[src/rtl/dhs_pkg.sv]
// ----------------------------------------------------------------------------
// Dryer heater sequencer package
// Types, codes, reset values and a helper function shared by the RTL files.
// ----------------------------------------------------------------------------
package dhs_pkg;

  localparam int unsigned TEMP_W  = 7;
  localparam int unsigned TICK_W  = 32;
  localparam int unsigned DWELL_W = 16;
  localparam int unsigned FAULT_W = 6;
  localparam int unsigned COOL_W  = 8;
  localparam int unsigned STAGE_W = 3;
  localparam int unsigned PHASE_W = 2;
  localparam int unsigned CFG_IDX_W  = 3;
  localparam int unsigned CFG_DATA_W = 16;

  // Configuration register indexes.
  localparam logic [CFG_IDX_W-1:0] CFG_STABLE_TEMP   = 3'd0;
  localparam logic [CFG_IDX_W-1:0] CFG_SETTLE_TICKS  = 3'd1;
  localparam logic [CFG_IDX_W-1:0] CFG_REHEAT_TICKS  = 3'd2;
  localparam logic [CFG_IDX_W-1:0] CFG_FULL_TICKS    = 3'd3;
  localparam logic [CFG_IDX_W-1:0] CFG_COOLDOWN_TICKS = 3'd4;
  localparam logic [CFG_IDX_W-1:0] CFG_COOL_TEMP     = 3'd5;
  localparam logic [CFG_IDX_W-1:0] CFG_COOL_SAMPLES  = 3'd6;
  localparam logic [CFG_IDX_W-1:0] CFG_FAULT_SAMPLES = 3'd7;

  // Configuration reset values.
  localparam logic [TEMP_W-1:0]  RST_STABLE_TEMP    = 7'd60;
  localparam logic [DWELL_W-1:0] RST_SETTLE_TICKS   = 16'd1000;
  localparam logic [DWELL_W-1:0] RST_REHEAT_TICKS   = 16'd2000;
  localparam logic [DWELL_W-1:0] RST_FULL_TICKS     = 16'd5000;
  localparam logic [DWELL_W-1:0] RST_COOLDOWN_TICKS = 16'd30000;
  localparam logic [TEMP_W-1:0]  RST_COOL_TEMP      = 7'd35;
  localparam logic [COOL_W-1:0]  RST_COOL_SAMPLES   = 8'd10;
  localparam logic [FAULT_W-1:0] RST_FAULT_SAMPLES  = 6'd50;

  localparam logic [TEMP_W-1:0] RST_LAST_TEMP = 7'd90;
  localparam logic [TEMP_W-1:0] TEMP_OOR_HIGH = 7'd99;

  // Run phases.
  localparam logic [PHASE_W-1:0] PH_IDLE   = 2'd0;
  localparam logic [PHASE_W-1:0] PH_SETTLE = 2'd1;
  localparam logic [PHASE_W-1:0] PH_HEAT   = 2'd2;
  localparam logic [PHASE_W-1:0] PH_COOL   = 2'd3;

  // Heater sequencer stages.
  localparam logic [STAGE_W-1:0] STG_START     = 3'd0;
  localparam logic [STAGE_W-1:0] STG_HIGH      = 3'd1;
  localparam logic [STAGE_W-1:0] STG_REHEAT    = 3'd2;
  localparam logic [STAGE_W-1:0] STG_BOTH      = 3'd3;
  localparam logic [STAGE_W-1:0] STG_HOLD      = 3'd4;
  localparam logic [STAGE_W-1:0] STG_LOW       = 3'd5;
  localparam logic [STAGE_W-1:0] STG_LAST      = 3'd5;

  // Heater drive codes, bit 0 low heater, bit 1 high heater.
  localparam logic [1:0] DRV_OFF  = 2'd0;
  localparam logic [1:0] DRV_LOW  = 2'd1;
  localparam logic [1:0] DRV_HIGH = 2'd2;
  localparam logic [1:0] DRV_BOTH = 2'd3;

  typedef struct packed {
    logic [TEMP_W-1:0]  stable_temperature;
    logic [DWELL_W-1:0] settle_ticks;
    logic [DWELL_W-1:0] reheat_delay_ticks;
    logic [DWELL_W-1:0] full_dwell_ticks;
    logic [DWELL_W-1:0] cooldown_timeout_ticks;
    logic [TEMP_W-1:0]  cool_temperature;
    logic [COOL_W-1:0]  cool_samples;
    logic [FAULT_W-1:0] fault_samples;
  } cfg_t;

  typedef struct packed {
    logic [TEMP_W-1:0] temperature;
    logic              temperature_valid;
    logic              run_request;
    logic              run_status_ok;
    logic [1:0]        fixed_power;
    logic              display_setup;
    logic [TICK_W-1:0] tick_now;
  } item_t;

  typedef struct packed {
    logic               heater_low_on;
    logic               heater_high_on;
    logic               converter_on;
    logic [PHASE_W-1:0] run_phase;
    logic [STAGE_W-1:0] heat_stage;
    logic               temperature_fault;
    logic [TEMP_W-1:0]  current_temperature;
  } result_t;

  // True once at least limit ticks have passed since stamp, modulo 2^32.
  function automatic logic elapsed(input logic [TICK_W-1:0] now,
                                   input logic [TICK_W-1:0] stamp,
                                   input logic [DWELL_W-1:0] limit);
    logic [TICK_W-1:0] diff;
    diff = now - stamp;
    return diff >= {{(TICK_W-DWELL_W){1'b0}}, limit};
  endfunction

endpackage

[src/rtl/dhs_cfg_regs.sv]
// ----------------------------------------------------------------------------
// Dryer heater sequencer configuration registers
// Holds the eight tuning registers written through the configuration port.
// ----------------------------------------------------------------------------
module dhs_cfg_regs (
  input  logic                            clk,
  input  logic                            rst_n,
  input  logic                            wr_en,
  input  logic [dhs_pkg::CFG_IDX_W-1:0]   wr_index,
  input  logic [dhs_pkg::CFG_DATA_W-1:0]  wr_data,
  output dhs_pkg::cfg_t                   cfg
);

  dhs_pkg::cfg_t cfg_r;
  dhs_pkg::cfg_t cfg_nxt;

  always_comb begin
    cfg_nxt = cfg_r;
    if (wr_en) begin
      case (wr_index)
        dhs_pkg::CFG_STABLE_TEMP: begin
          cfg_nxt.stable_temperature = wr_data[dhs_pkg::TEMP_W-1:0];
        end
        dhs_pkg::CFG_SETTLE_TICKS: begin
          cfg_nxt.settle_ticks = wr_data[dhs_pkg::DWELL_W-1:0];
        end
        dhs_pkg::CFG_REHEAT_TICKS: begin
          cfg_nxt.reheat_delay_ticks = wr_data[dhs_pkg::DWELL_W-1:0];
        end
        dhs_pkg::CFG_FULL_TICKS: begin
          cfg_nxt.full_dwell_ticks = wr_data[dhs_pkg::DWELL_W-1:0];
        end
        dhs_pkg::CFG_COOLDOWN_TICKS: begin
          cfg_nxt.cooldown_timeout_ticks = wr_data[dhs_pkg::DWELL_W-1:0];
        end
        dhs_pkg::CFG_COOL_TEMP: begin
          cfg_nxt.cool_temperature = wr_data[dhs_pkg::TEMP_W-1:0];
        end
        dhs_pkg::CFG_COOL_SAMPLES: begin
          cfg_nxt.cool_samples = wr_data[dhs_pkg::COOL_W-1:0];
        end
        dhs_pkg::CFG_FAULT_SAMPLES: begin
          cfg_nxt.fault_samples = wr_data[dhs_pkg::FAULT_W-1:0];
        end
        default: begin
          cfg_nxt = cfg_r;
        end
      endcase
    end
  end

  always_ff @(posedge clk) begin
    if (!rst_n) begin
      cfg_r.stable_temperature     <= dhs_pkg::RST_STABLE_TEMP;
      cfg_r.settle_ticks           <= dhs_pkg::RST_SETTLE_TICKS;
      cfg_r.reheat_delay_ticks     <= dhs_pkg::RST_REHEAT_TICKS;
      cfg_r.full_dwell_ticks       <= dhs_pkg::RST_FULL_TICKS;
      cfg_r.cooldown_timeout_ticks <= dhs_pkg::RST_COOLDOWN_TICKS;
      cfg_r.cool_temperature       <= dhs_pkg::RST_COOL_TEMP;
      cfg_r.cool_samples           <= dhs_pkg::RST_COOL_SAMPLES;
      cfg_r.fault_samples          <= dhs_pkg::RST_FAULT_SAMPLES;
    end else begin
      cfg_r <= cfg_nxt;
    end
  end

  assign cfg = cfg_r;

endmodule

[src/rtl/dhs_step.sv]
// ----------------------------------------------------------------------------
// Dryer heater sequencer control step
// Holds the run state and computes one control period from a registered beat.
// ----------------------------------------------------------------------------
module dhs_step (
  input  logic             clk,
  input  logic             rst_n,
  input  logic             fire,
  input  dhs_pkg::cfg_t    cfg,
  input  dhs_pkg::item_t   item,
  output dhs_pkg::result_t result
);

  logic [dhs_pkg::TEMP_W-1:0]  lt_r, lt_nxt;
  logic [dhs_pkg::FAULT_W-1:0] fc_r, fc_nxt;
  logic [dhs_pkg::PHASE_W-1:0] ph_r, ph_nxt;
  logic [dhs_pkg::TICK_W-1:0]  ps_r, ps_nxt;
  logic [dhs_pkg::COOL_W-1:0]  cc_r, cc_nxt;
  logic [dhs_pkg::STAGE_W-1:0] st_r, st_nxt;
  logic [dhs_pkg::TICK_W-1:0]  ss_r, ss_nxt;
  logic [1:0]                  hd_r, hd_nxt;
  logic                        cv_r, cv_nxt;

  always_comb begin
    lt_nxt = lt_r;
    fc_nxt = fc_r;
    ph_nxt = ph_r;
    ps_nxt = ps_r;
    cc_nxt = cc_r;
    st_nxt = st_r;
    ss_nxt = ss_r;
    hd_nxt = hd_r;
    cv_nxt = cv_r;

    if (item.temperature_valid) begin
      lt_nxt = item.temperature;
      if (item.temperature == '0 || item.temperature >= dhs_pkg::TEMP_OOR_HIGH) begin
        if (fc_r != '1) begin
          fc_nxt = fc_r + 1'b1;
        end
      end else begin
        fc_nxt = '0;
      end
    end

    if (item.run_status_ok) begin
      case (ph_r)
        dhs_pkg::PH_IDLE: begin
          if (item.run_request) begin
            ph_nxt = dhs_pkg::PH_SETTLE;
            ps_nxt = item.tick_now;
            cv_nxt = 1'b1;
          end
        end
        dhs_pkg::PH_SETTLE: begin
          if (!item.run_request) begin
            ph_nxt = dhs_pkg::PH_IDLE;
            cv_nxt = 1'b0;
          end
          if (dhs_pkg::elapsed(item.tick_now, ps_r, cfg.settle_ticks)) begin
            ph_nxt = dhs_pkg::PH_HEAT;
          end
        end
        dhs_pkg::PH_HEAT: begin
          if (!item.run_request) begin
            ps_nxt = item.tick_now;
            ph_nxt = dhs_pkg::PH_COOL;
            cc_nxt = '0;
          end
        end
        default: begin
          if (lt_nxt < cfg.cool_temperature) begin
            if (cc_r != '1) begin
              cc_nxt = cc_r + 1'b1;
            end
          end else begin
            cc_nxt = '0;
          end
          if (cc_nxt >= cfg.cool_samples ||
              dhs_pkg::elapsed(item.tick_now, ps_r, cfg.cooldown_timeout_ticks)) begin
            ph_nxt = dhs_pkg::PH_IDLE;
            cv_nxt = 1'b0;
          end
        end
      endcase

      if (ph_nxt == dhs_pkg::PH_HEAT) begin
        if (lt_nxt < cfg.stable_temperature) begin
          case (st_r)
            dhs_pkg::STG_START: begin
              st_nxt = dhs_pkg::STG_BOTH;
            end
            dhs_pkg::STG_HIGH, dhs_pkg::STG_HOLD, dhs_pkg::STG_LOW: begin
              ss_nxt = item.tick_now;
              st_nxt = dhs_pkg::STG_REHEAT;
            end
            dhs_pkg::STG_REHEAT: begin
              if (dhs_pkg::elapsed(item.tick_now, ss_r, cfg.reheat_delay_ticks)) begin
                st_nxt = dhs_pkg::STG_BOTH;
              end
            end
            default: begin
              st_nxt = st_r;
            end
          endcase
        end else begin
          case (st_r)
            dhs_pkg::STG_REHEAT, dhs_pkg::STG_BOTH, dhs_pkg::STG_START: begin
              st_nxt = dhs_pkg::STG_HOLD;
              ss_nxt = item.tick_now;
            end
            dhs_pkg::STG_HOLD: begin
              if (dhs_pkg::elapsed(item.tick_now, ss_r, cfg.reheat_delay_ticks)) begin
                ss_nxt = item.tick_now;
                st_nxt = dhs_pkg::STG_HIGH;
              end
            end
            dhs_pkg::STG_HIGH: begin
              if (dhs_pkg::elapsed(item.tick_now, ss_r, cfg.full_dwell_ticks)) begin
                st_nxt = dhs_pkg::STG_LOW;
              end
            end
            default: begin
              st_nxt = st_r;
            end
          endcase
        end
        case (st_nxt)
          dhs_pkg::STG_BOTH: hd_nxt = dhs_pkg::DRV_BOTH;
          dhs_pkg::STG_HIGH: hd_nxt = dhs_pkg::DRV_HIGH;
          dhs_pkg::STG_LOW:  hd_nxt = dhs_pkg::DRV_LOW;
          default:           hd_nxt = hd_r;
        endcase
      end else begin
        st_nxt = dhs_pkg::STG_START;
        hd_nxt = dhs_pkg::DRV_OFF;
      end
    end else begin
      st_nxt = dhs_pkg::STG_START;
      hd_nxt = dhs_pkg::DRV_OFF;
      cv_nxt = 1'b0;
    end

    if (item.fixed_power != dhs_pkg::DRV_OFF && item.run_request && !item.display_setup) begin
      hd_nxt = item.fixed_power;
    end
  end

  always_ff @(posedge clk) begin
    if (!rst_n) begin
      lt_r <= dhs_pkg::RST_LAST_TEMP;
      fc_r <= '0;
      ph_r <= dhs_pkg::PH_IDLE;
      ps_r <= '0;
      cc_r <= '0;
      st_r <= dhs_pkg::STG_START;
      ss_r <= '0;
      hd_r <= dhs_pkg::DRV_OFF;
      cv_r <= 1'b0;
    end else if (fire) begin
      lt_r <= lt_nxt;
      fc_r <= fc_nxt;
      ph_r <= ph_nxt;
      ps_r <= ps_nxt;
      cc_r <= cc_nxt;
      st_r <= st_nxt;
      ss_r <= ss_nxt;
      hd_r <= hd_nxt;
      cv_r <= cv_nxt;
    end
  end

  always_comb begin
    result.heater_low_on       = hd_nxt[0];
    result.heater_high_on      = hd_nxt[1];
    result.converter_on        = cv_nxt;
    result.run_phase           = ph_nxt;
    result.heat_stage          = st_nxt;
    result.temperature_fault   = (fc_nxt >= cfg.fault_samples);
    result.current_temperature = lt_nxt;
  end

endmodule

[src/rtl/dryer_heater_sequencer_core.sv]
// ----------------------------------------------------------------------------
// Dryer heater sequencer core
// Run phase machine and hysteretic two-heater sequencer, one control period
// per beat.
// ----------------------------------------------------------------------------
//  Channel  Direction  Handshake          Payload
//  in_      input      in_valid/in_stall  temperature, flags, power, tick
//  out_     output     out_valid/out_stall heater, converter, phase, stage
//  cfg_     input      cfg_valid/cfg_ready register index and write data
//
// One beat is accepted per cycle while in_stall is low; it is held in the
// input register, and its result is loaded into the result register when
// the step fires and is offered from there on out_valid. The run state is
// updated as each beat leaves the input register. Reset restores the run
// state and the configuration to their defaults and clears both valid flags.
// A stalled result holds its beat and back-pressure reaches in_stall at once.
// ----------------------------------------------------------------------------
module dryer_heater_sequencer_core (
  input  logic                           clk,
  input  logic                           rst_n,
  input  logic                           in_valid,
  output logic                           in_stall,
  input  logic [dhs_pkg::TEMP_W-1:0]     in_temperature,
  input  logic                           in_temperature_valid,
  input  logic                           in_run_request,
  input  logic                           in_run_status_ok,
  input  logic [1:0]                     in_fixed_power,
  input  logic                           in_display_setup,
  input  logic [dhs_pkg::TICK_W-1:0]     in_tick_now,
  output logic                           out_valid,
  input  logic                           out_stall,
  output logic                           out_heater_low_on,
  output logic                           out_heater_high_on,
  output logic                           out_converter_on,
  output logic [dhs_pkg::PHASE_W-1:0]    out_run_phase,
  output logic [dhs_pkg::STAGE_W-1:0]    out_heat_stage,
  output logic                           out_temperature_fault,
  output logic [dhs_pkg::TEMP_W-1:0]     out_current_temperature,
  input  logic                           cfg_valid,
  output logic                           cfg_ready,
  input  logic [dhs_pkg::CFG_IDX_W-1:0]  cfg_index,
  input  logic [dhs_pkg::CFG_DATA_W-1:0] cfg_data
);

  dhs_pkg::cfg_t    cfg;
  dhs_pkg::item_t   in_item;
  dhs_pkg::item_t   s1_item_r;
  dhs_pkg::result_t step_res;
  dhs_pkg::result_t res_r;

  logic s1_vld_r, s1_vld_nxt;
  logic out_vld_r, out_vld_nxt;
  logic advance;
  logic in_take;

  assign cfg_ready = 1'b1;

  dhs_cfg_regs u_cfg (
    .clk      (clk),
    .rst_n    (rst_n),
    .wr_en    (cfg_valid),
    .wr_index (cfg_index),
    .wr_data  (cfg_data),
    .cfg      (cfg)
  );

  always_comb begin
    in_item.temperature       = in_temperature;
    in_item.temperature_valid = in_temperature_valid;
    in_item.run_request       = in_run_request;
    in_item.run_status_ok     = in_run_status_ok;
    in_item.fixed_power       = in_fixed_power;
    in_item.display_setup     = in_display_setup;
    in_item.tick_now          = in_tick_now;
  end

  assign advance  = s1_vld_r && (!out_vld_r || !out_stall);
  assign in_stall = s1_vld_r && !advance;
  assign in_take  = in_valid && !in_stall;

  assign s1_vld_nxt  = in_take || (s1_vld_r && !advance);
  assign out_vld_nxt = advance || (out_vld_r && out_stall);

  always_ff @(posedge clk) begin
    if (!rst_n) begin
      s1_vld_r  <= 1'b0;
      out_vld_r <= 1'b0;
    end else begin
      s1_vld_r  <= s1_vld_nxt;
      out_vld_r <= out_vld_nxt;
    end
  end

  always_ff @(posedge clk) begin
    if (in_take) begin
      s1_item_r <= in_item;
    end
    if (advance) begin
      res_r <= step_res;
    end
  end

  dhs_step u_step (
    .clk    (clk),
    .rst_n  (rst_n),
    .fire   (advance),
    .cfg    (cfg),
    .item   (s1_item_r),
    .result (step_res)
  );

  assign out_valid               = out_vld_r;
  assign out_heater_low_on       = res_r.heater_low_on;
  assign out_heater_high_on      = res_r.heater_high_on;
  assign out_converter_on        = res_r.converter_on;
  assign out_run_phase           = res_r.run_phase;
  assign out_heat_stage          = res_r.heat_stage;
  assign out_temperature_fault   = res_r.temperature_fault;
  assign out_current_temperature = res_r.current_temperature;

endmodule

[config.mk]
export PLATFORM = sky130hd
export DESIGN_NAME = dryer_heater_sequencer_core
export DESIGN_NICKNAME = d
export VERILOG_FILES = /design/src/rtl/dhs_pkg.sv /design/src/rtl/dhs_cfg_regs.sv /design/src/rtl/dhs_step.sv /design/src/rtl/dryer_heater_sequencer_core.sv
export SDC_FILE = /design/constraint.sdc
export NUM_CORES = 1
export LEC_CHECK = 0
export BUFFER_PORTS_ARGS = -buffer_cell sky130_fd_sc_hd__buf_2
export CORE_MARGIN = 10
export CORE_UTILIZATION = 40
export DETAILED_ROUTE_END_ITERATION = 16
export HOLD_SLACK_MARGIN = 0.02
export PLACE_DENSITY = 0.61
export SYNTH_ARGS = -nofsm -noshare
export SYNTH_HDL_FRONTEND = slang
export SYNTH_HIERARCHICAL = 1
export SYNTH_SLANG_ARGS = --single-unit
[constraint.sdc]
create_clock -name clk -period 8.1 [get_ports clk]
set_clock_uncertainty 0.2 [all_clocks]
set_input_delay 1.62 -clock clk [delete_from_list [all_inputs] [get_ports clk]]
set_output_delay 1.62 -clock clk [all_outputs]
set_load 0.005 [all_outputs]
==> results of run 1 <==
[flip-flops by register name, summed over array words and instances (netlist names), 3 cells and up]
signal	cells
out_current_temperature	7
out_heat_stage	3
s1_item_r	45
u_cfg/cfg	92
u_step/cc_r	8
u_step/fc_r	6
u_step/lt_r	7
u_step/ps_r	32
u_step/ss_r	32
u_step/st_r	3
[worst max-delay path: cells and delay by family (launching register included)]
| family | cells | cell delay [ns] |
|---|---|---|
| compound gates | 12 | 2.11 |
| fa+ha+maj | 2 | 0.57 |
| buf+inv | 1 | 0.49 |
| flops | 1 | 0.70 |
| mux | 2 | 0.71 |
| simple gates | 3 | 0.97 |
[power by group through the flow]
stage          Combinational [uW]  Clock [uW]  Sequential [uW]
6_report                      527        1400             1340
5_1_grt                       587        1500             1340
4_1_cts                       525        1440             1340
3_5_place_dp                  522           0             1370
3_3_place_gp                  512           0             1370
2_1_floorplan                 376           0             1350
[layout by cell type, fill, tap and decap left out, types with 11 or more instances in the layout]
cell type / n
nand2_1: 307
dfxtp_1: 187
inv_1: 164
ha_1: 154
mux2i_1: 143
a21oi_1: 110
buf_2: 85
nor2b_1: 74
o21ai_0: 71
nor2_1: 68
edfxtp_1: 61
a21o_1: 40
a21boi_0: 38
clkbuf_16: 33
xor2_1: 27
nand3_1: 26
nand4_1: 25
nor3_1: 25
xnor2_1: 25
o21a_1: 22
nand2b_1: 21
o211ai_1: 15
and3_1: 13
a31oi_1: 13
a211oi_1: 11
[layout make-up]
class / instances / area share [%]
tap: 532 / 3.660
multi-input combinational: 1397 / 53.77
clock buffer: 43 / 4.912
clock inverter: 14 / 0.8117
inverter: 164 / 3.384
sequential: 248 / 30.65
timing repair buffer: 96 / 2.814
[per-stage QoR]
step / power, uW / util [%]
after floorplan: 1728 / -
after global placement: 1878 / 42.19
after detailed placement: 1888 / 42.19
final: 3268 / 44.75
after CTS: 3307 / 44.75
after global routing: 3425 / 44.75
[layer usage]
metal / track usage (%) / vias up / part of all wire [%]
met4: 3.880 / 0 / 2.2
met2: 29.68 / 310 / 48
li1: - / 6728 / -
met3: 2.324 / 58 / 4.2
met1: 21.63 / 6297 / 45
met5: 0 / - / 0
[worst max path at each step]
stage,startpoint,endpoint,slack [ns],cells past startpoint
finish,s1_item_r[37]$_DFFE_PP_,u_step/ss_r[5]$_SDFFE_PN0P_,2.24,20
global route,s1_item_r[37]$_DFFE_PP_,u_step/ss_r[15]$_SDFFE_PN0P_,1.78,20
CTS,s1_item_r[37]$_DFFE_PP_,u_step/ss_r[5]$_SDFFE_PN0P_,2.19,20
detailed placement,s1_item_r[37]$_DFFE_PP_,u_step/ss_r[5]$_SDFFE_PN0P_,2.22,20
global placement,s1_item_r[37]$_DFFE_PP_,u_step/ss_r[0]$_SDFFE_PN0P_,2.36,22
floorplan,s1_item_r[37]$_DFFE_PP_,u_step/ss_r[10]$_SDFFE_PN0P_,2.50,24
[cells by family after synthesis]
family	Yosys count	synth area share, %
AO/OA/AOI/OAI	408	16.61
XOR/XNOR	52	2.780
adder cells (fa/ha/maj)	156	12.01
buffers and inverters	245	6.500
flip-flops	248	34.04
multiplexers	149	9.151
other	1	0.02289
AND/OR/NAND/NOR	631	18.90
==> metrics.cfg, run 1 <==
[floorplanning]
initial_core_util_pct = 40.30
dieArea_um2 = 49450
dieHeight_um = 222.4
rows = 74
die_width_um = 222.4
io_pins = 88
core_um2 = 40650

[synth]
synth_nets = 2115
synth_commonest_cells = nand2_1 (307), dfxtp_1 (187), inv_1 (164), ha_1 (154), mux2i_1 (143)
netlist_area_um2 = 16380
synth-edff-count = 61
netlist_top_cells_area = dfxtp_1 (23%), ha_1 (12%), edfxtp_1 (11%)
synth_cell_type_count = 93
synth_area_per_cell_um2 = 8.667
yosysSeqAreaShare_pct = 34.04
yosys_register_bits = 248
synthCells = 1890
synth_area_leader_cell = dfxtp_1
synthFlopType = dfxtp_1
yosysWarnings = 6
synth.most_common_cell = nand2_1
async_flop_share_pct = 0
synth.top_cell.area_share_pct = 22.85

[layout]
n_fill_cell = 3923
drive_above_1_share_pct = 9.735
layout.cells.non_filler = 2494
area_growth_pct = 11.04
seq_area_um2 = 5575
diodes = 0
multi_input_area_um2 = 9779
finish.instance_area_um2 = 18190
final_net_count = 2163

[power_and_ir_drop]
p_clk_share_pct = 42.9
ir_worst_vdd_uv = 171.4
power.switching_uw = 919.5
p_comb_share_pct = 16.1
power_switching_share_pct = 28.14
internal-power_uw = 2348
power_density_nw_per_um2 = 179.7
p_seq_share_pct = 41.0
p_leak_uw = 0.007566

[routing]
drc_errors = 0
drt_iter0_drc = 922
wl_per_cell_um = 17.52
wirelength_um = 43690
firstDrtPassIters = 5
viasPerCell = 5.370
num_vias = 13393
postRouteAntennaNets = 0

[clock_network]
ctsHtreeMaxLevel = 1
cts_resized = 0
clkTransAtPathRegs_ns = 0.06
clk_path_buf_depth = 3
post_cts_buffers = 0
cts_tree = yes
cts_hold_buf = 0
root_buffer = clkbuf_16
insertion_delay_ns = 0.59
clock_sink_count = 248
cts_buffers = 31

[place]
place_area_um2 = 17150
dp.cells = 2437
gp_congestion = 0.8986
dp_hpwl_um = 33600
io_buffers = 86
post-place-ws_ns = 2.221

[worst_hold_path]
hold_depth = 2
hold_path_class = flip-flop to flip-flop
hold_start = u_step/ss_r[17]$_SDFFE_PN0P_
min_to = u_step/ss_r[17]$_SDFFE_PN0P_

[sta]
rsz0062_at_grt = false
worst_pin_slew_ns = 1.100
finalMaxSlewViolations = 0
fin_crit_ns = 5.863
tns_ns = 0
period_share_pct = 72.38
setup_viol = 0
maxSlewHeadroom_pct = 26.26
fmax_ghz = 0.1706
timing.final.ws_setup_ns = 2.237
holdWs_ns = 0.2570
hold_viol_final = 0

[critical_path]
rrSetupSlack_ns = 2.24
start_kind = flip-flop
crit_type = flip-flop to flip-flop
slowest_delay_ns = 0.70
reg2reg_from = s1_item_r[37]$_DFFE_PP_
cp.arrival_ns = 6.17
required_ns = 8.40
reg2reg_to = u_step/ss_r[5]$_SDFFE_PN0P_
cp_slowest_cell = edfxtp_1
cpMostUsedCell = o21a_1
reg2regPathDepth = 20
crit_path_end_kind = flip-flop
cp_max_fo = 32
cp_cell_sequence = mux2_2, ha_1, a21boi_0, o21a_1, o21a_1, o21a_1, o21ai_0, a21boi_0, or2_2, a211oi_1, ha_1, a21o_1, a211oi_1, o211ai_1, a211o_1, nor3_2, o22ai_2, nor4b_4, buf_4, mux2i_1

[grt]
grt.overflow.total = 0
grt_pass1_wl_um = 69390
grt_max_degree = 91
grt_pass1_vias = 13002
antenna_found_initial = 0
track_usage_pct = 16.97

[job]
drv_cap = 0

[status]
status = complete, no violations

(Power assumes the default switching activity.)
==> run 2, diff against run 1 <==
--- a/config.mk
+++ b/config.mk
@@ -10,7 +10,7 @@
 export CORE_UTILIZATION = 40
 export DETAILED_ROUTE_END_ITERATION = 16
 export HOLD_SLACK_MARGIN = 0.02
-export PLACE_DENSITY = 0.61
+export PLACE_DENSITY = 0.63
 export SYNTH_ARGS = -nofsm -noshare
 export SYNTH_HDL_FRONTEND = slang
 export SYNTH_HIERARCHICAL = 1
==> constraint.sdc (replaced) <==
create_clock -name clk -period 4.7 [get_ports clk]
set_clock_uncertainty 0.2 [all_clocks]
set_input_delay 0.94 -clock clk [delete_from_list [all_inputs] [get_ports clk]]
set_output_delay 0.94 -clock clk [all_outputs]
set_load 0.005 [all_outputs]
==> run 2 against run 1 <==
The flow now finishes with violations (negative setup slack); utilization increased by 2.5 points; via count increased by 3.0%; cell count increased by 3.8%; setup slack got worse by 2.6 ns; sequential cell count unchanged; clock-buffer cell count decreased by 1; sequential power increased by 72%; non-clock buffer count increased by 98; critical path depth increased by 3.
==> metrics.cfg, run 2 (synthesis gave the netlist of run 1 again) <==
[routing]
routed.top_layer = met4
wirelength_um = 45390  ; +3.9%
viasPerCell = 5.329  ; -0.77%
route.met2.wl_um = 21620  ; +2.4%
wl_per_cell_um = 17.53  ; about the same
postRouteAntennaNets = 0  ; unchanged
drc_errors = 0  ; unchanged
firstDrtPassIters = 5  ; unchanged
drt_iter0_drc = 926  ; +0.43%
drt-met1-wl_um = 21290  ; +7.8%
wl_met3_um = 1625  ; -12%
num_vias = 13796  ; +3.0%

[critical_path]
reg2regPathDepth = 23  ; +15%
rrSetupSlack_ns = -0.32  ; -2.55 ns
reg2reg_to = u_step/ss_r[0]$_SDFFE_PN0P_
cp_max_fo = 8  ; -75%
required_ns = 4.98  ; -3.42 ns
cp.arrival_ns = 5.30  ; -0.87 ns
crit_path_end_kind = flip-flop
crit_type = flip-flop to flip-flop
reg2reg_from = s1_item_r[37]$_DFFE_PP_
start_kind = flip-flop

[status]
violations = negative setup slack
status = finished with violations

[power_and_ir_drop]
internal-power_uw = 3973  ; +69%
power_switching_share_pct = 28.31  ; +0.17 points
p_seq_share_pct = 41.5  ; +0.5 points
power.switching_uw = 1569  ; +71%
p_comb_share_pct = 18.5  ; +2.4 points
p_clk_share_pct = 40.0  ; -2.9 points
ir_worst_vdd_uv = 277.3  ; +62%
power_density_nw_per_um2 = 288.8  ; +61%
p_leak_uw = 0.008083  ; +6.8%

[clock_network]
cts_tree = yes
insertion_delay_ns = 0.59  ; about the same
ctsHtreeMaxLevel = 1  ; unchanged
clkTransAtPathRegs_ns = 0.06  ; about the same
clock_sink_count = 248  ; unchanged
root_buffer = clkbuf_16
cts_buffers = 29  ; -6.5%
clk_path_buf_depth = 3  ; unchanged
cts_hold_buf = 0  ; unchanged

[sta]
maxSlewHeadroom_pct = 28.89  ; +2.6 points
period_share_pct = 106.7  ; +34 points
finalMaxSlewViolations = 0  ; unchanged
fmax_ghz = 0.1993  ; +17%
fin_crit_ns = 5.017  ; -0.8458 ns
worst_pin_slew_ns = 1.061  ; -0.03961 ns
rsz0062_at_grt = true
setup_viol = 34  ; +34
hold_viol_final = 0  ; unchanged
holdWs_ns = 0.2533  ; -0.003645 ns
timing.final.ws_setup_ns = -0.3169  ; -2.554 ns

[worst_hold_path]
hold_path_class = flip-flop to flip-flop
hold_depth = 2  ; unchanged
hold_start = u_step/ss_r[9]$_SDFFE_PN0P_
min_to = u_step/ss_r[9]$_SDFFE_PN0P_

[place]
gp_congestion = 0.9331  ; +3.8%
dp_hpwl_um = 34160  ; +1.7%
place_area_um2 = 17760  ; +3.6%
io_buffers = 86  ; unchanged

[floorplanning]
dieHeight_um = 222.4  ; unchanged
dieArea_um2 = 49450  ; unchanged
die_width_um = 222.4  ; unchanged
initial_core_util_pct = 40.30  ; unchanged
rows = 74  ; unchanged
io_pins = 88  ; unchanged
core_um2 = 40650  ; unchanged

[job]
drv_cap = 0  ; unchanged

[grt]
grt_pass1_vias = 13531  ; +4.1%
grt_pass1_wl_um = 71880  ; +3.6%
grt.overflow.total = 0  ; unchanged
grt_max_degree = 115  ; +26%
antenna_found_initial = 0  ; unchanged
track_usage_pct = 17.49  ; +0.51 points

[layout]
largest_register_ffs = 92  ; unchanged
area_growth_pct = 17.16
drive_above_1_share_pct = 15.75  ; +6.0 points
layout_common_cells = nand2_1 (307), dfxtp_1 (187), inv_1 (163), ha_1 (148), mux2i_1 (142)
final_net_count = 2259  ; +4.4%
diodes = 0  ; unchanged
final_common_cell = nand2_1
finish.instance_area_um2 = 19190  ; +5.5%
n_fill_cell = 3875  ; -1.2%

## run 2: changes by cell type in the layout (fill, tap and decap cells not counted), sizes merged
cell	delta
buf	+97
bufinv	-1
clkinv	+4
clkinvlp	-3
inv	-2
## run 2: worst max-delay path by stage
stage	startpoint	to	slack [ns]	cells past startpoint
final	s1_item_r[37]$_DFFE_PP_	u_step/ss_r[0]$_SDFFE_PN0P_	-0.32	23
after detailed placement	s1_item_r[37]$_DFFE_PP_	u_step/ss_r[12]$_SDFFE_PN0P_	-0.33	22
after global placement	s1_item_r[37]$_DFFE_PP_	u_step/ss_r[1]$_SDFFE_PN0P_	-0.27	22
after CTS	s1_item_r[37]$_DFFE_PP_	u_step/ss_r[19]$_SDFFE_PN0P_	-0.35	23
after floorplan	s1_item_r[37]$_DFFE_PP_	u_step/ss_r[10]$_SDFFE_PN0P_	-0.38	26
after global routing	s1_item_r[37]$_DFFE_PP_	u_step/ss_r[0]$_SDFFE_PN0P_	-0.57	23
## run 2: metrics by stage
| step | util [%] | instances | setup WS [ns] | setup TNS (ns) | power, uW |
|---|---|---|---|---|---|
| 2_1_floorplan | - | 1890 | -0.3841 | -11.94 | 2984 |
| 3_3_place_gp | 43.70 | 2512 | -0.2740 | -8.478 | 3286 |
| 3_5_place_dp | 43.70 | 2512 | -0.3318 | -10.64 | 3307 |
| 4_1_cts | 46.49 | 2578 | -0.3532 | -10.30 | 5567 |
| 5_1_grt | 47.22 | 2589 | -0.5702 | -17.34 | 5813 |
| 6_report | 47.22 | 2589 | -0.3169 | -8.225 | 5542 |
## run 2: timing repair
item / 4_1_cts / 5_1_grt
gates cloned: 2 / 1
endpoints found under the hold margin: 0 / 0
setup endpoints to repair: 40 / 47
pin swaps: 12 / 20
resized for setup: 16 / 41
buffers inserted: 10 / 10
## run 2: cell type report
cell class	instances	area, um2	share of cell area [%]
clock buffers	42	834.6	4.348
clock inverters	12	102.6	0.5346
inverters	164	615.6	3.208
multi-input cells	1397	10050	52.36
flip-flops and latches	248	5575	29.05
well taps	532	665.6	3.468
repair buffers	194	1349	7.028
## run 2: power groups by stage
| stage | clock [uW] | sequential [uW] | combinational, uW |
|---|---|---|---|
| after detailed placement | 0 | 2350 | 961 |
| after global routing | 2370 | 2310 | 1130 |
| after floorplan | 0 | 2330 | 655 |
| after global placement | 0 | 2340 | 941 |
| final | 2220 | 2300 | 1030 |
| after CTS | 2280 | 2300 | 982 |
## run 2: per-layer routing
layer / vias to the layer above / GRT usage [%]
li1: 6923 / -
met1: 6572 / 22.35
met2: 251 / 30.14
met3: 50 / 2.324
met4: 0 / 4.904
met5: - / 0
## run 2: worst max-delay path, stage by stage (launching register included)
cell and delay (ns):
edfxtp_1 0.42, mux2_4 0.34, ha_4 0.23, a21boi_1 0.13, o21a_1 0.17, o21a_1 0.16, o21a_1 0.16, o21ai_1 0.11
a21boi_1 0.08, or3_1 0.39, ha_1 0.28, nand2b_4 0.13, a21o_1 0.15, a21o_1 0.15, a21o_1 0.16, a21oi_2 0.11
nor2_1 0.05, a211o_1 0.28, nor3_4 0.16, o22ai_2 0.12, nor4b_4 0.29, buf_6 0.22, buf_12 0.18, mux2i_1 0.22
==> run 3, diff against run 2 <==
==> constraint.sdc (replaced) <==
create_clock -name clk -period 4.5 [get_ports clk]
set_clock_uncertainty 0.2 [all_clocks]
set_input_delay 0.9 -clock clk [delete_from_list [all_inputs] [get_ports clk]]
set_output_delay 0.9 -clock clk [all_outputs]
set_load 0.005 [all_outputs]
==> run 3 against run 2 <==
The flow still finishes with violations (negative setup slack); routed wire length is 1.7% higher; global-route usage is 0.38 points higher; sequential cell count stayed put; utilization is 0.82 points higher; cell count is 1.8% higher; first-iteration DRC count is 9.7% lower.
==> metrics.cfg, run 3 (synthesis gave the netlist of run 1 again) <==
[status]
status = finished with violations
violations = negative setup slack

[sta]
fin_crit_ns = 5.029  ; +0.01167 ns
period_share_pct = 111.7  ; +5.0 points
timing.final.ws_setup_ns = -0.5286  ; -0.2117 ns
rsz0062_at_grt = true
worst_pin_slew_ns = 1.049  ; -0.01157 ns
maxSlewHeadroom_pct = 29.66  ; +0.78 points
fmax_ghz = 0.1989  ; -0.23%
setup_viol = 43  ; +26%
hold_viol_final = 0  ; unchanged
holdWs_ns = 0.2558  ; +0.002492 ns
finalMaxSlewViolations = 0  ; unchanged

[grt]
grt_pass1_wl_um = 73310  ; +2.0%
grt.overflow.total = 0  ; unchanged
use_met1_pct = 22.63  ; +0.28 points
track_usage_pct = 17.87  ; +0.38 points
met2_usage_pct = 30.94  ; +0.80 points
grtUsageMet3_pct = 2.337  ; +0.013 points
grt_max_degree = 117  ; +1.7%
antenna_found_initial = 0  ; unchanged
grt_pass1_vias = 14016  ; +3.6%
grt_busiest_layer = met2

[floorplanning]
die_width_um = 222.4  ; unchanged
initial_core_util_pct = 40.30  ; unchanged
dieArea_um2 = 49450  ; unchanged
rows = 74  ; unchanged
io_pins = 88  ; unchanged
dieHeight_um = 222.4  ; unchanged
core_um2 = 40650  ; unchanged

[layout]
utilization_pct = 48.04  ; +0.82 points
finish.instance_area_um2 = 19530  ; +1.7%
layout_common_cells = nand2_1 (307), dfxtp_1 (187), inv_1 (163), ha_1 (151), buf_4 (147)
final_net_count = 2307  ; +2.1%
final_common_cell = nand2_1
largest_register_ffs = 92  ; unchanged
diodes = 0  ; unchanged
drive_above_1_share_pct = 17.54  ; +1.8 points
area_growth_pct = 19.20

[routing]
wirelength_um = 46140  ; +1.7%
firstDrtPassIters = 5  ; unchanged
wl_per_cell_um = 17.50  ; -0.16%
viasPerCell = 5.325  ; about the same
num_vias = 14037  ; +1.7%
drc_errors = 0  ; unchanged
postRouteAntennaNets = 0  ; unchanged
drt_iter0_drc = 836  ; -9.7%

[critical_path]
start_kind = flip-flop
cp_cell_sequence = mux2_4, ha_4, a21boi_1, o21a_1, o21a_1, o21a_1, o21ai_2, a21boi_2, or3_4, ha_4, nand2b_4, a21o_1, a21o_1, a21o_1, a21oi_2, nor2_1, a211o_1, nor3_2, o22ai_2, nor4b_4, buf_6, buf_12, buf_16, mux2i_1
cp_slowest_cell = edfxtp_1
cp_max_fo = 8  ; unchanged
crit_type = flip-flop to flip-flop
rrSetupSlack_ns = -0.53  ; -0.21 ns
crit_path_end_kind = flip-flop
slowest_delay_ns = 0.40  ; -0.02 ns
required_ns = 4.81  ; -0.17 ns
cp.arrival_ns = 5.34  ; +0.04 ns

[clock_network]
clk_path_buf_depth = 3  ; unchanged
clock_sink_count = 248  ; unchanged
insertion_delay_ns = 0.59  ; about the same
ctsHtreeMaxLevel = 1  ; unchanged
cts_hold_buf = 0  ; unchanged
clkTransAtPathRegs_ns = 0.06  ; about the same
root_buffer = clkbuf_16
cts_buffers = 30  ; +3.4%
cts_tree = yes

[power_and_ir_drop]
ir_worst_vdd_uv = 283.2  ; +2.1%
power.switching_uw = 1676  ; +6.9%
p_leak_uw = 0.008302  ; +2.7%
power_density_nw_per_um2 = 302.6  ; +4.8%
power_switching_share_pct = 28.37  ; +0.061 points
p_seq_share_pct = 40.6  ; -0.9 points
p_clk_share_pct = 40.4  ; +0.4 points
p_comb_share_pct = 18.9  ; +0.4 points
internal-power_uw = 4233  ; +6.5%

[place]
post-place-ws_ns = -0.5599  ; -0.2281 ns
io_buffers = 86  ; unchanged
gp_congestion = 0.9305  ; -0.28%
dp_hpwl_um = 35030  ; +2.5%
place_area_um2 = 18160  ; +2.2%

[job]
drv_cap = 0  ; unchanged

[worst_hold_path]
hold_path_class = flip-flop to flip-flop

[run 3: layout make-up]
class,instances,area [um2]
tap,532,665.6
clock buffer,40,818.3
timing repair buffer,241,1689
inverter,164,615.6
multi-input combinational,1397,10010
fill,3943,21120
sequential,248,5575
clock inverter,14,155.1
[run 3: power by group through the flow]
stage / logic, uW / clock network (uW) / registers [uW]
CTS: 1080 / 2460 / 2400
floorplan: 684 / 0 / 2430
global placement: 1040 / 0 / 2450
global route: 1230 / 2560 / 2410
finish: 1120 / 2390 / 2400
detailed placement: 1060 / 0 / 2450
[run 3: timing repair]
action / CTS / global route
setup endpoints to repair: 43 / 48
pin swaps: 20 / 12
buffers inserted: 12 / 4
cloned: 2 / 0
resized for setup: 26 / 20
[run 3: metrics by stage]
stage	power, uW	cells	setup TNS, ns
after CTS	5942	2632	-17.98
after global routing	6206	2636	-29.04
final	5909	2636	-17.70
after detailed placement	3511	2565	-19.28
after floorplan	3116	1890	-18.45
after global placement	3486	2565	-14.91
[run 3: metal layers]
metal / part of all wire, % / wire, um
met1: 45 / 20910
met5: 0 / 0
met2: 48 / 22220
met4: 2.7 / 1250
met3: 3.8 / 1762
[run 3: worst max-delay path, delay by kind of cell (launching register included)]
kind | cells | cell delay [ns]
compound gates | 12 | 1.81
fa+ha+maj | 2 | 0.45
buf+inv | 3 | 0.42
flops | 1 | 0.40
mux | 2 | 0.52
simple gates | 5 | 1.13
[run 3: path summary, 6_finish.rpt]
kind / from / endpoint / cells past startpoint
hold / removal: u_step/ss_r[12]$_SDFFE_PN0P_ / u_step/ss_r[12]$_SDFFE_PN0P_ / 2
setup reg to reg: s1_item_r[37]$_DFFE_PP_ / u_step/ss_r[31]$_SDFFE_PN0P_ / 24
hold reg to reg: u_step/ss_r[12]$_SDFFE_PN0P_ / u_step/ss_r[12]$_SDFFE_PN0P_ / 2
setup / recovery: s1_item_r[37]$_DFFE_PP_ / u_step/ss_r[31]$_SDFFE_PN0P_ / 24
